<file path="src/rtl/frame_deframer_fnv_check_unit_assert.svh">
// Assertion macros used by the frame deframer RTL.
`ifndef FRAME_DEFRAMER_FNV_CHECK_UNIT_ASSERT_SVH
`define FRAME_DEFRAMER_FNV_CHECK_UNIT_ASSERT_SVH

`ifndef ASSERT_OFF
// Same-cycle implication, disabled while reset is asserted.
`define FDFC_ASSERT_IMP(label, clk, rstn, ante, cons, msg) \
    label: assert property (@(posedge clk) disable iff (!(rstn)) (ante) |-> (cons)) \
        else $error(msg);
// Next-cycle implication, disabled while reset is asserted.
`define FDFC_ASSERT_NXT(label, clk, rstn, ante, cons, msg) \
    label: assert property (@(posedge clk) disable iff (!(rstn)) (ante) |=> (cons)) \
        else $error(msg);
`else
`define FDFC_ASSERT_IMP(label, clk, rstn, ante, cons, msg)
`define FDFC_ASSERT_NXT(label, clk, rstn, ante, cons, msg)
`endif

`endif

</file>
<file path="src/rtl/fdfc_pkg.sv">
// Shared types and constants of the frame deframer with FNV body check.
package fdfc_pkg;

    localparam int CFG_ADDR_W = 2;
    localparam int CFG_DATA_W = 32;

    // Configuration register indexes.
    localparam logic [CFG_ADDR_W-1:0] REG_MAGIC   = 2'd0;
    localparam logic [CFG_ADDR_W-1:0] REG_VERSION = 2'd1;
    localparam logic [CFG_ADDR_W-1:0] REG_MAX_LEN = 2'd2;

    localparam logic [31:0] MAX_LEN_RESET = 32'd1048576;

    // Frame status codes.
    localparam logic [1:0] ST_OK         = 2'd0;
    localparam logic [1:0] ST_BAD_HEADER = 2'd1;
    localparam logic [1:0] ST_TOO_LARGE  = 2'd2;
    localparam logic [1:0] ST_MISMATCH   = 2'd3;

    // Position of the final header byte.
    localparam logic [3:0] HDR_LAST = 4'd15;

    localparam logic [63:0] FNV_BASIS      = 64'hcbf29ce484222325;
    localparam logic [31:0] FNV_BASIS_FOLD = FNV_BASIS[31:0] ^ FNV_BASIS[63:32];

    localparam int M_TDATA_W = 64;

    // One registered input byte.
    typedef struct packed {
        logic       valid;
        logic [7:0] data;
    } item_t;

    // One result item.
    typedef struct packed {
        logic        has_data;
        logic [7:0]  body_byte;
        logic        frame_end;
        logic [1:0]  frame_status;
        logic [15:0] frame_type;
        logic [31:0] frame_length;
    } result_t;

endpackage

</file>
<file path="src/rtl/frame_deframer_fnv_check_unit.sv">
// Top level of the streaming frame deframer with folded FNV-1a body check.
// A result reaches m_tdata through the input register, then the result register.
// Throughput: one byte per cycle unless m_tready stalls, set by the FNV hash loop.
// Bytes that complete no result (most header bytes) leave no item on the m_ side.
// Reset (aresetn low at a clock edge) clears the stages, restarts header
// collection and loads the register defaults.
module frame_deframer_fnv_check_unit (
    input  logic                                 aclk,
    input  logic                                 aresetn,
    // Configuration write port
    input  logic                                 cfg_we,
    input  logic [fdfc_pkg::CFG_ADDR_W-1:0]      cfg_addr,
    input  logic [fdfc_pkg::CFG_DATA_W-1:0]      cfg_wdata,
    // Received byte stream
    input  logic                                 s_tvalid,
    output logic                                 s_tready,
    input  logic [7:0]                           s_tdata,   // [7:0] rx_byte
    // Result stream
    output logic                                 m_tvalid,
    input  logic                                 m_tready,
    // [7:0] body_byte, [9:8] frame_status, [25:10] frame_type,
    // [57:26] frame_length, [63:58] zero
    output logic [fdfc_pkg::M_TDATA_W-1:0]       m_tdata,
    output logic                                 m_tlast,   // frame_end
    output logic                                 m_tuser    // [0] has_data
);
    import fdfc_pkg::*;

    item_t   item;
    logic    adv_ok;
    result_t res;

    fdfc_in_reg u_in_reg (
        .aclk     (aclk),
        .aresetn  (aresetn),
        .s_tvalid (s_tvalid),
        .s_tready (s_tready),
        .s_tdata  (s_tdata),
        .adv_ok   (adv_ok),
        .item     (item)
    );

    fdfc_frame_ctrl u_frame_ctrl (
        .aclk      (aclk),
        .aresetn   (aresetn),
        .cfg_we    (cfg_we),
        .cfg_addr  (cfg_addr),
        .cfg_wdata (cfg_wdata),
        .item      (item),
        .adv_ok    (adv_ok),
        .res_valid (m_tvalid),
        .res_ready (m_tready),
        .res       (res)
    );

    // Pack the result onto the stream ports.
    assign m_tdata = {6'd0, res.frame_length, res.frame_type, res.frame_status, res.body_byte};
    assign m_tlast = res.frame_end;
    assign m_tuser = res.has_data;

endmodule

</file>
<file path="src/rtl/fdfc_in_reg.sv">
// Input register stage that holds one received byte until it is processed.
module fdfc_in_reg (
    input  logic          aclk,
    input  logic          aresetn,
    input  logic          s_tvalid,
    output logic          s_tready,
    input  logic [7:0]    s_tdata,
    input  logic          adv_ok,
    output fdfc_pkg::item_t item
);
    import fdfc_pkg::*;

    logic       valid_reg, valid_next;
    logic [7:0] data_reg, data_next;

    // The register can take a new request when empty or when drained this cycle.
    assign s_tready = !valid_reg || adv_ok;

    always_comb begin
        valid_next = valid_reg;
        data_next  = data_reg;
        if (s_tready) begin
            valid_next = s_tvalid;
            if (s_tvalid) begin
                data_next = s_tdata;
            end
        end
    end

    always_ff @(posedge aclk) begin
        if (!aresetn) begin
            valid_reg <= 1'b0;
        end else begin
            valid_reg <= valid_next;
        end
        data_reg <= data_next;
    end

    assign item.valid = valid_reg;
    assign item.data  = data_reg;

endmodule

</file>
<file path="src/rtl/fdfc_fnv_step.sv">
// One FNV-1a 64-bit update: xor in a byte, then multiply by the FNV prime.
module fdfc_fnv_step (
    input  logic [63:0] hash_in,
    input  logic [7:0]  byte_in,
    output logic [63:0] hash_out
);
    import fdfc_pkg::*;

    logic [63:0] mixed;

    // The prime is 2^40 + 0x1b3, so the product is a sum of shifted copies.
    assign mixed    = hash_in ^ {56'd0, byte_in};
    assign hash_out = (mixed << 40) + (mixed << 8) + (mixed << 7) + (mixed << 5)
                    + (mixed << 4) + (mixed << 1) + mixed;

endmodule

</file>
<file path="src/rtl/fdfc_frame_ctrl.sv">
// Header collection, header checks, body hashing and the result register.
`include "frame_deframer_fnv_check_unit_assert.svh"

module fdfc_frame_ctrl (
    input  logic                               aclk,
    input  logic                               aresetn,
    input  logic                               cfg_we,
    input  logic [fdfc_pkg::CFG_ADDR_W-1:0]    cfg_addr,
    input  logic [fdfc_pkg::CFG_DATA_W-1:0]    cfg_wdata,
    input  fdfc_pkg::item_t                    item,
    output logic                               adv_ok,
    output logic                               res_valid,
    input  logic                               res_ready,
    output fdfc_pkg::result_t                  res
);
    import fdfc_pkg::*;

    // Configuration registers.
    logic [31:0] exp_magic_reg;
    logic [15:0] exp_version_reg;
    logic [31:0] max_len_reg;

    // Frame state.
    logic            in_body_reg, in_body_next;
    logic [3:0]      hdr_count_reg, hdr_count_next;
    logic [3:0][7:0] hdr_magic_reg, hdr_magic_next;
    logic [1:0][7:0] hdr_version_reg, hdr_version_next;
    logic [1:0][7:0] hdr_type_reg, hdr_type_next;
    logic [3:0][7:0] hdr_length_reg, hdr_length_next;
    logic [3:0][7:0] hdr_cks_reg, hdr_cks_next;
    logic [31:0]     bytes_left_reg, bytes_left_next;
    logic [63:0]     hash_reg, hash_next;

    // Result register.
    logic    out_valid_reg, out_valid_next;
    result_t out_reg, out_next;

    logic        fire;
    logic        emit;
    result_t     cur;
    logic [63:0] hash_step;
    logic [31:0] cks_now;
    logic [31:0] fold_step;

    fdfc_fnv_step u_fnv (
        .hash_in  (hash_reg),
        .byte_in  (item.data),
        .hash_out (hash_step)
    );

    assign adv_ok    = !out_valid_reg || res_ready;
    assign fire      = item.valid && adv_ok;
    assign cks_now   = {item.data, hdr_cks_reg[2], hdr_cks_reg[1], hdr_cks_reg[0]};
    assign fold_step = hash_step[31:0] ^ hash_step[63:32];

    // Configuration writes.
    always_ff @(posedge aclk) begin
        if (!aresetn) begin
            exp_magic_reg   <= '0;
            exp_version_reg <= '0;
            max_len_reg     <= MAX_LEN_RESET;
        end else if (cfg_we) begin
            case (cfg_addr)
                REG_MAGIC:   exp_magic_reg   <= cfg_wdata;
                REG_VERSION: exp_version_reg <= cfg_wdata[15:0];
                REG_MAX_LEN: max_len_reg     <= cfg_wdata;
                default:     ;
            endcase
        end
    end

    // Per-byte frame processing.
    always_comb begin
        in_body_next     = in_body_reg;
        hdr_count_next   = hdr_count_reg;
        hdr_magic_next   = hdr_magic_reg;
        hdr_version_next = hdr_version_reg;
        hdr_type_next    = hdr_type_reg;
        hdr_length_next  = hdr_length_reg;
        hdr_cks_next     = hdr_cks_reg;
        bytes_left_next  = bytes_left_reg;
        hash_next        = hash_reg;
        emit             = 1'b0;
        cur              = '0;
        cur.frame_type   = hdr_type_reg;
        cur.frame_length = hdr_length_reg;

        if (in_body_reg) begin
            // Body byte: forward it and advance the hash.
            hash_next       = hash_step;
            bytes_left_next = bytes_left_reg - 32'd1;
            emit            = 1'b1;
            cur.has_data    = 1'b1;
            cur.body_byte   = item.data;
            if (bytes_left_reg == 32'd1) begin
                in_body_next     = 1'b0;
                hdr_count_next   = '0;
                cur.frame_end    = 1'b1;
                cur.frame_status = (fold_step == hdr_cks_reg) ? ST_OK : ST_MISMATCH;
            end
        end else begin
            // Header byte: store it at its little-endian place.
            case (hdr_count_reg) inside
                [4'd0:4'd3]:   hdr_magic_next[hdr_count_reg[1:0]]  = item.data;
                [4'd4:4'd5]:   hdr_version_next[hdr_count_reg[0]]  = item.data;
                [4'd6:4'd7]:   hdr_type_next[hdr_count_reg[0]]     = item.data;
                [4'd8:4'd11]:  hdr_length_next[hdr_count_reg[1:0]] = item.data;
                default:       hdr_cks_next[hdr_count_reg[1:0]]    = item.data;
            endcase

            if (hdr_count_reg != HDR_LAST) begin
                hdr_count_next = hdr_count_reg + 4'd1;
            end else begin
                // Complete header: checks in order of priority.
                hdr_count_next = '0;
                hash_next      = FNV_BASIS;
                if (hdr_magic_reg != exp_magic_reg || hdr_version_reg != exp_version_reg) begin
                    emit             = 1'b1;
                    cur.frame_end    = 1'b1;
                    cur.frame_status = ST_BAD_HEADER;
                end else if (hdr_length_reg > max_len_reg) begin
                    emit             = 1'b1;
                    cur.frame_end    = 1'b1;
                    cur.frame_status = ST_TOO_LARGE;
                end else if (hdr_length_reg == 32'd0) begin
                    emit             = 1'b1;
                    cur.frame_end    = 1'b1;
                    cur.frame_status = (FNV_BASIS_FOLD == cks_now) ? ST_OK : ST_MISMATCH;
                end else begin
                    in_body_next    = 1'b1;
                    bytes_left_next = hdr_length_reg;
                end
            end
        end
    end

    // Result register: loaded when a byte is processed, emptied when taken.
    always_comb begin
        out_valid_next = out_valid_reg;
        out_next       = out_reg;
        if (fire) begin
            out_valid_next = emit;
            out_next       = cur;
        end else if (res_ready) begin
            out_valid_next = 1'b0;
        end
    end

    always_ff @(posedge aclk) begin
        if (!aresetn) begin
            in_body_reg   <= 1'b0;
            hdr_count_reg <= '0;
            out_valid_reg <= 1'b0;
        end else begin
            out_valid_reg <= out_valid_next;
            if (fire) begin
                in_body_reg   <= in_body_next;
                hdr_count_reg <= hdr_count_next;
            end
        end
        if (fire) begin
            hdr_magic_reg   <= hdr_magic_next;
            hdr_version_reg <= hdr_version_next;
            hdr_type_reg    <= hdr_type_next;
            hdr_length_reg  <= hdr_length_next;
            hdr_cks_reg     <= hdr_cks_next;
            bytes_left_reg  <= bytes_left_next;
            hash_reg        <= hash_next;
        end
        out_reg <= out_next;
    end

    assign res_valid = out_valid_reg;
    assign res       = out_reg;

    // Checks on the frame state and the result register.
    `FDFC_ASSERT_IMP(a_body_left, aclk, aresetn, in_body_reg, bytes_left_reg != 32'd0, "body phase with no bytes left")
    `FDFC_ASSERT_IMP(a_body_count, aclk, aresetn, in_body_reg, hdr_count_reg == 4'd0, "header count not cleared in body phase")
    `FDFC_ASSERT_IMP(a_status_idle, aclk, aresetn, out_valid_reg && !out_reg.frame_end, out_reg.frame_status == ST_OK && out_reg.has_data, "result without frame end must be a plain body byte")
    `FDFC_ASSERT_NXT(a_hdr_silent, aclk, aresetn, fire && !in_body_reg && hdr_count_reg != HDR_LAST, !out_valid_reg, "header byte produced a result")

endmodule

</file>
<file path="config.mk">
export PLATFORM = sky130hd
export DESIGN_NAME = frame_deframer_fnv_check_unit
export DESIGN_NICKNAME = d
export VERILOG_FILES = /design/src/rtl/fdfc_pkg.sv /design/src/rtl/frame_deframer_fnv_check_unit.sv /design/src/rtl/fdfc_in_reg.sv /design/src/rtl/fdfc_fnv_step.sv /design/src/rtl/fdfc_frame_ctrl.sv
export VERILOG_INCLUDE_DIRS = /design/src /design/src/rtl
export SDC_FILE = /design/constraint.sdc
export NUM_CORES = 1
export LEC_CHECK = 0
export CORE_MARGIN = 3
export CORE_UTILIZATION = 45
export DETAILED_ROUTE_END_ITERATION = 12
export DONT_BUFFER_PORTS = 1
export PLACE_DENSITY_LB_ADDON = 0.15
export SETUP_SLACK_MARGIN = 0.1
export SYNTH_ARGS = -nofsm -noshare
export SYNTH_HDL_FRONTEND = slang
export SYNTH_HIERARCHICAL = 1
export SYNTH_SLANG_ARGS = --single-unit
</file>
<file path="constraint.sdc">
create_clock -name aclk -period 8.5 [get_ports aclk]
set_input_delay 1.275 -clock aclk [delete_from_list [all_inputs] [get_ports aclk]]
set_output_delay 1.275 -clock aclk [all_outputs]
set_load 0.05 [all_outputs]
</file>
==> impl_metrics.ini <==
[status]
status = finished clean

[yosys]
synthFlopType = edfxtp_1
synth_area_per_cell_um2 = 10.8
ys_ff_latch = 379
syn_inst = 2456
synth_async_sr_flop_share = 0
yosys_warnings = 6
yosysSeqAreaShare = 0.395
synth_enable_flop_cells = 292
synth_area_um2 = 26600
synth_cell_types = 85

[placed_design]
io_buffers = 0
gp_congestion = 0.959
pre_cts_ws_ps = 985
dpl.hpwl_um = 54800
dp_cells = 3175
dpl-instance-area_um2 = 27400

[global_route]
grtUsageTotal = 0.233
grt_antenna_before_repair = 0
grt_max_degree = 89
grt_pass1_vias = 18716
grt_overflow = 0
grt_pass1_wl_um = 112000

[detailed_routing]
wire_per_inst_um = 21.9
first_pass_iters = 5
wl_met1_um = 28800
ant_nets = 0
drc_errors = 0
route.met3.wl_um = 3360
vias = 17439
viasPerCell = 5.36
drt_wl_total_um = 71300
wl_met2_um = 36400
highest_layer = met4
drt-initial-drc-count = 1107

[pwr]
ir_drop_uv = 148
p_clk_frac = 0.361
swShare = 0.308
switchingPower_mw = 1.58
p_leak_nw = 11.6
power_frac_comb = 0.239
power_mw = 5.13
power.density_nw_per_um2 = 178
p_int_mw = 3.55
seqPwrFrac = 0.400

[timing]
tightest_slew_ps = 1250
finalHoldViolations = 0
relSlewSlack = 0.164
timing.final.ws_setup_ps = 781
finalCritPeriodShare = 0.908
finalClockSkew_ps = 16.2
setup_viol = 0
rsz0062_at_grt = no
fin_tns_setup_ps = 0
clock.fmax_mhz = 130
finalCriticalPeriod_ps = 7720
drv_slew = 0
fin_hold_ws_ps = 412

[floorplan]
row_count = 88
initial_core_util = 0.458
fp.dieW_um = 249
dieArea_um2 = 62000
coreArea_um2 = 58000
top_level_ports = 115
die_h_um = 249

[worst_hold_path]
min_from = u_frame_ctrl/cur[47]$_DFFE_PP_
holdPathStages = 0
hold_class = flop to flop

[cts]
cts_htree_levels = 2
numCtsBuffers = 43
postCtsHoldBufs = 0
clock_latency_ps = 580
clock_sinks = 379
clkSlewWorstSetupHoldPaths_ps = 60
clockBufferDepth = 3
cts_resized = 0
post-cts-setup-buffers = 0
cts_tree = built
cts_root_buf = clkbuf_16

[final_layout]
largest_reg_flops = 64
area_growth_pct = 8.47
final_nets = 2895
stdcell_area_um2 = 28800
instances_no_fill = 3253
final_layout_size_suffix_gt1_frac = 0.0495
finish.utilization = 0.497

[critical_path]
start_kind = flop
crit_path_start = u_in_reg/data_reg[7]$_DFFE_PP_
crit_arrival_ps = 8040
path_max_fanout = 5
r2r_start = u_in_reg/data_reg[7]$_DFFE_PP_
worstSetupEndpointType = flop
reg2regPathDepth = 22
required_ps = 8820
worstSetupPathType = flop to flop

[flow_run]
maxCapViolations = 0
## synth_stat cells, types with 4 or more instances
| library cell | number | share of area |
|---|---|---|
| and3_1 | 9 | 0.0021 |
| nand3b_1 | 4 | 0.0011 |
| inv_1 | 443 | 0.063 |
| nor2b_1 | 8 | 0.0019 |
| a31oi_1 | 15 | 0.0035 |
| o21bai_1 | 11 | 0.0031 |
| a211o_1 | 5 | 0.0016 |
| buf_4 | 7 | 0.0020 |
| nor2_1 | 92 | 0.013 |
| nand3_1 | 20 | 0.0038 |
| ha_1 | 148 | 0.070 |
| xnor2_1 | 119 | 0.039 |
| o21ai_0 | 32 | 0.0060 |
| nand4_1 | 38 | 0.0089 |
| nand2_1 | 230 | 0.032 |
| a21o_1 | 34 | 0.0096 |
| nand2b_1 | 32 | 0.0075 |
| nor3_1 | 23 | 0.0043 |
| a211oi_1 | 7 | 0.0020 |
| nor4_1 | 38 | 0.0089 |
| clkbuf_1 | 55 | 0.0078 |
| o211ai_1 | 7 | 0.0020 |
| o21a_1 | 7 | 0.0020 |
| nor3b_1 | 4 | 0.0011 |
| a21boi_0 | 83 | 0.023 |
| a21oi_1 | 109 | 0.021 |
| or3_1 | 7 | 0.0016 |
| edfxtp_1 | 292 | 0.33 |
| buf_1 | 6 | 0.00085 |
| dfxtp_1 | 87 | 0.066 |
| and3b_1 | 4 | 0.0013 |
| fa_1 | 245 | 0.18 |
| xor2_1 | 96 | 0.032 |
| and2_1 | 56 | 0.013 |
## path summary, 6_finish.rpt
path                                         end  slack (ps)
setup / recovery  u_frame_ctrl/res[48]$_DFFE_PP_         780
hold / removal    u_frame_ctrl/res[47]$_DFFE_PP_         410
setup reg to reg  u_frame_ctrl/res[48]$_DFFE_PP_         780
hold reg to reg   u_frame_ctrl/res[47]$_DFFE_PP_         410
## power groups by stage
stage	clock [mW]	sequential, mW	combinational [mW]
final	1.85	2.05	1.23
after global routing	1.97	2.05	1.34
after CTS	1.89	2.05	1.23
after detailed placement	0	2.09	1.22
after global placement	0	2.09	1.23
after floorplan	0	2.10	0.881
## final cells by class
| cell class | count | area (um^2) |
|---|---|---|
| diodes | 1 | 2.50 |
| clock buffers | 51 | 1120 |
| clock inverters | 26 | 287 |
| fillers | 5280 | 29200 |
| inverters | 443 | 1660 |
| multi-input cells | 1570 | 14200 |
| flip-flops and latches | 379 | 10500 |
| well taps | 765 | 957 |
| repair buffers | 18 | 135 |
## cells by family after synthesis
| family | share of synthesized area |
|---|---|
| xor+xnor | 0.0708 |
| buf+inv | 0.0733 |
| simple gates | 0.114 |
| mux | 0.000753 |
| other cells | 0.000141 |
| compound gates | 0.0912 |
| flops | 0.395 |
| fa+ha+maj | 0.254 |
## critical path, stage by stage (launching register included)
cell      delay [ps]
edfxtp_1         400
xor2_1           600
inv_1            260
fa_1             590
inv_1             50
fa_1             460
fa_1             430
ha_1             290
ha_1             350
a21oi_1          220
o22ai_1          120
a211oi_2         510
nand3_1          210
a311oi_1         520
o31ai_2          230
a211oi_1         350
xnor2_1          270
xnor2_1          150
xnor2_1          140
or4_1            540
nor4_1           320
a311oi_1         190
a211o_1          260
## cells in the final DEF, fill, tap and decap left out, types with 9 or more instances in the layout
cell type  instances
a31oi_1           15
nor3_1            23
and3_1             9
nand4_1           38
ha_1             148
a21o_1            34
nand2b_1          32
clkbuf_16         43
edfxtp_1         292
nor2_1            91
inv_1            442
fa_1             245
dfxtp_1           86
nand2_1          230
nor4_1            37
xor2_1            96
o21ai_0           32
a21oi_1          109
a21boi_0          83
and2_1            56
nand3_1           20
o21bai_1          11
buf_4             18
xnor2_1          119
## per-layer routing
layer | global-route usage | vias up
met2 | 0.417 | 458
met5 | 0 | -
met1 | 0.288 | 8715
li1 | - | 8126
met4 | 0.0802 | 0
met3 | 0.0365 | 140
No activity file was read; power rests on OpenSTA's default activity.
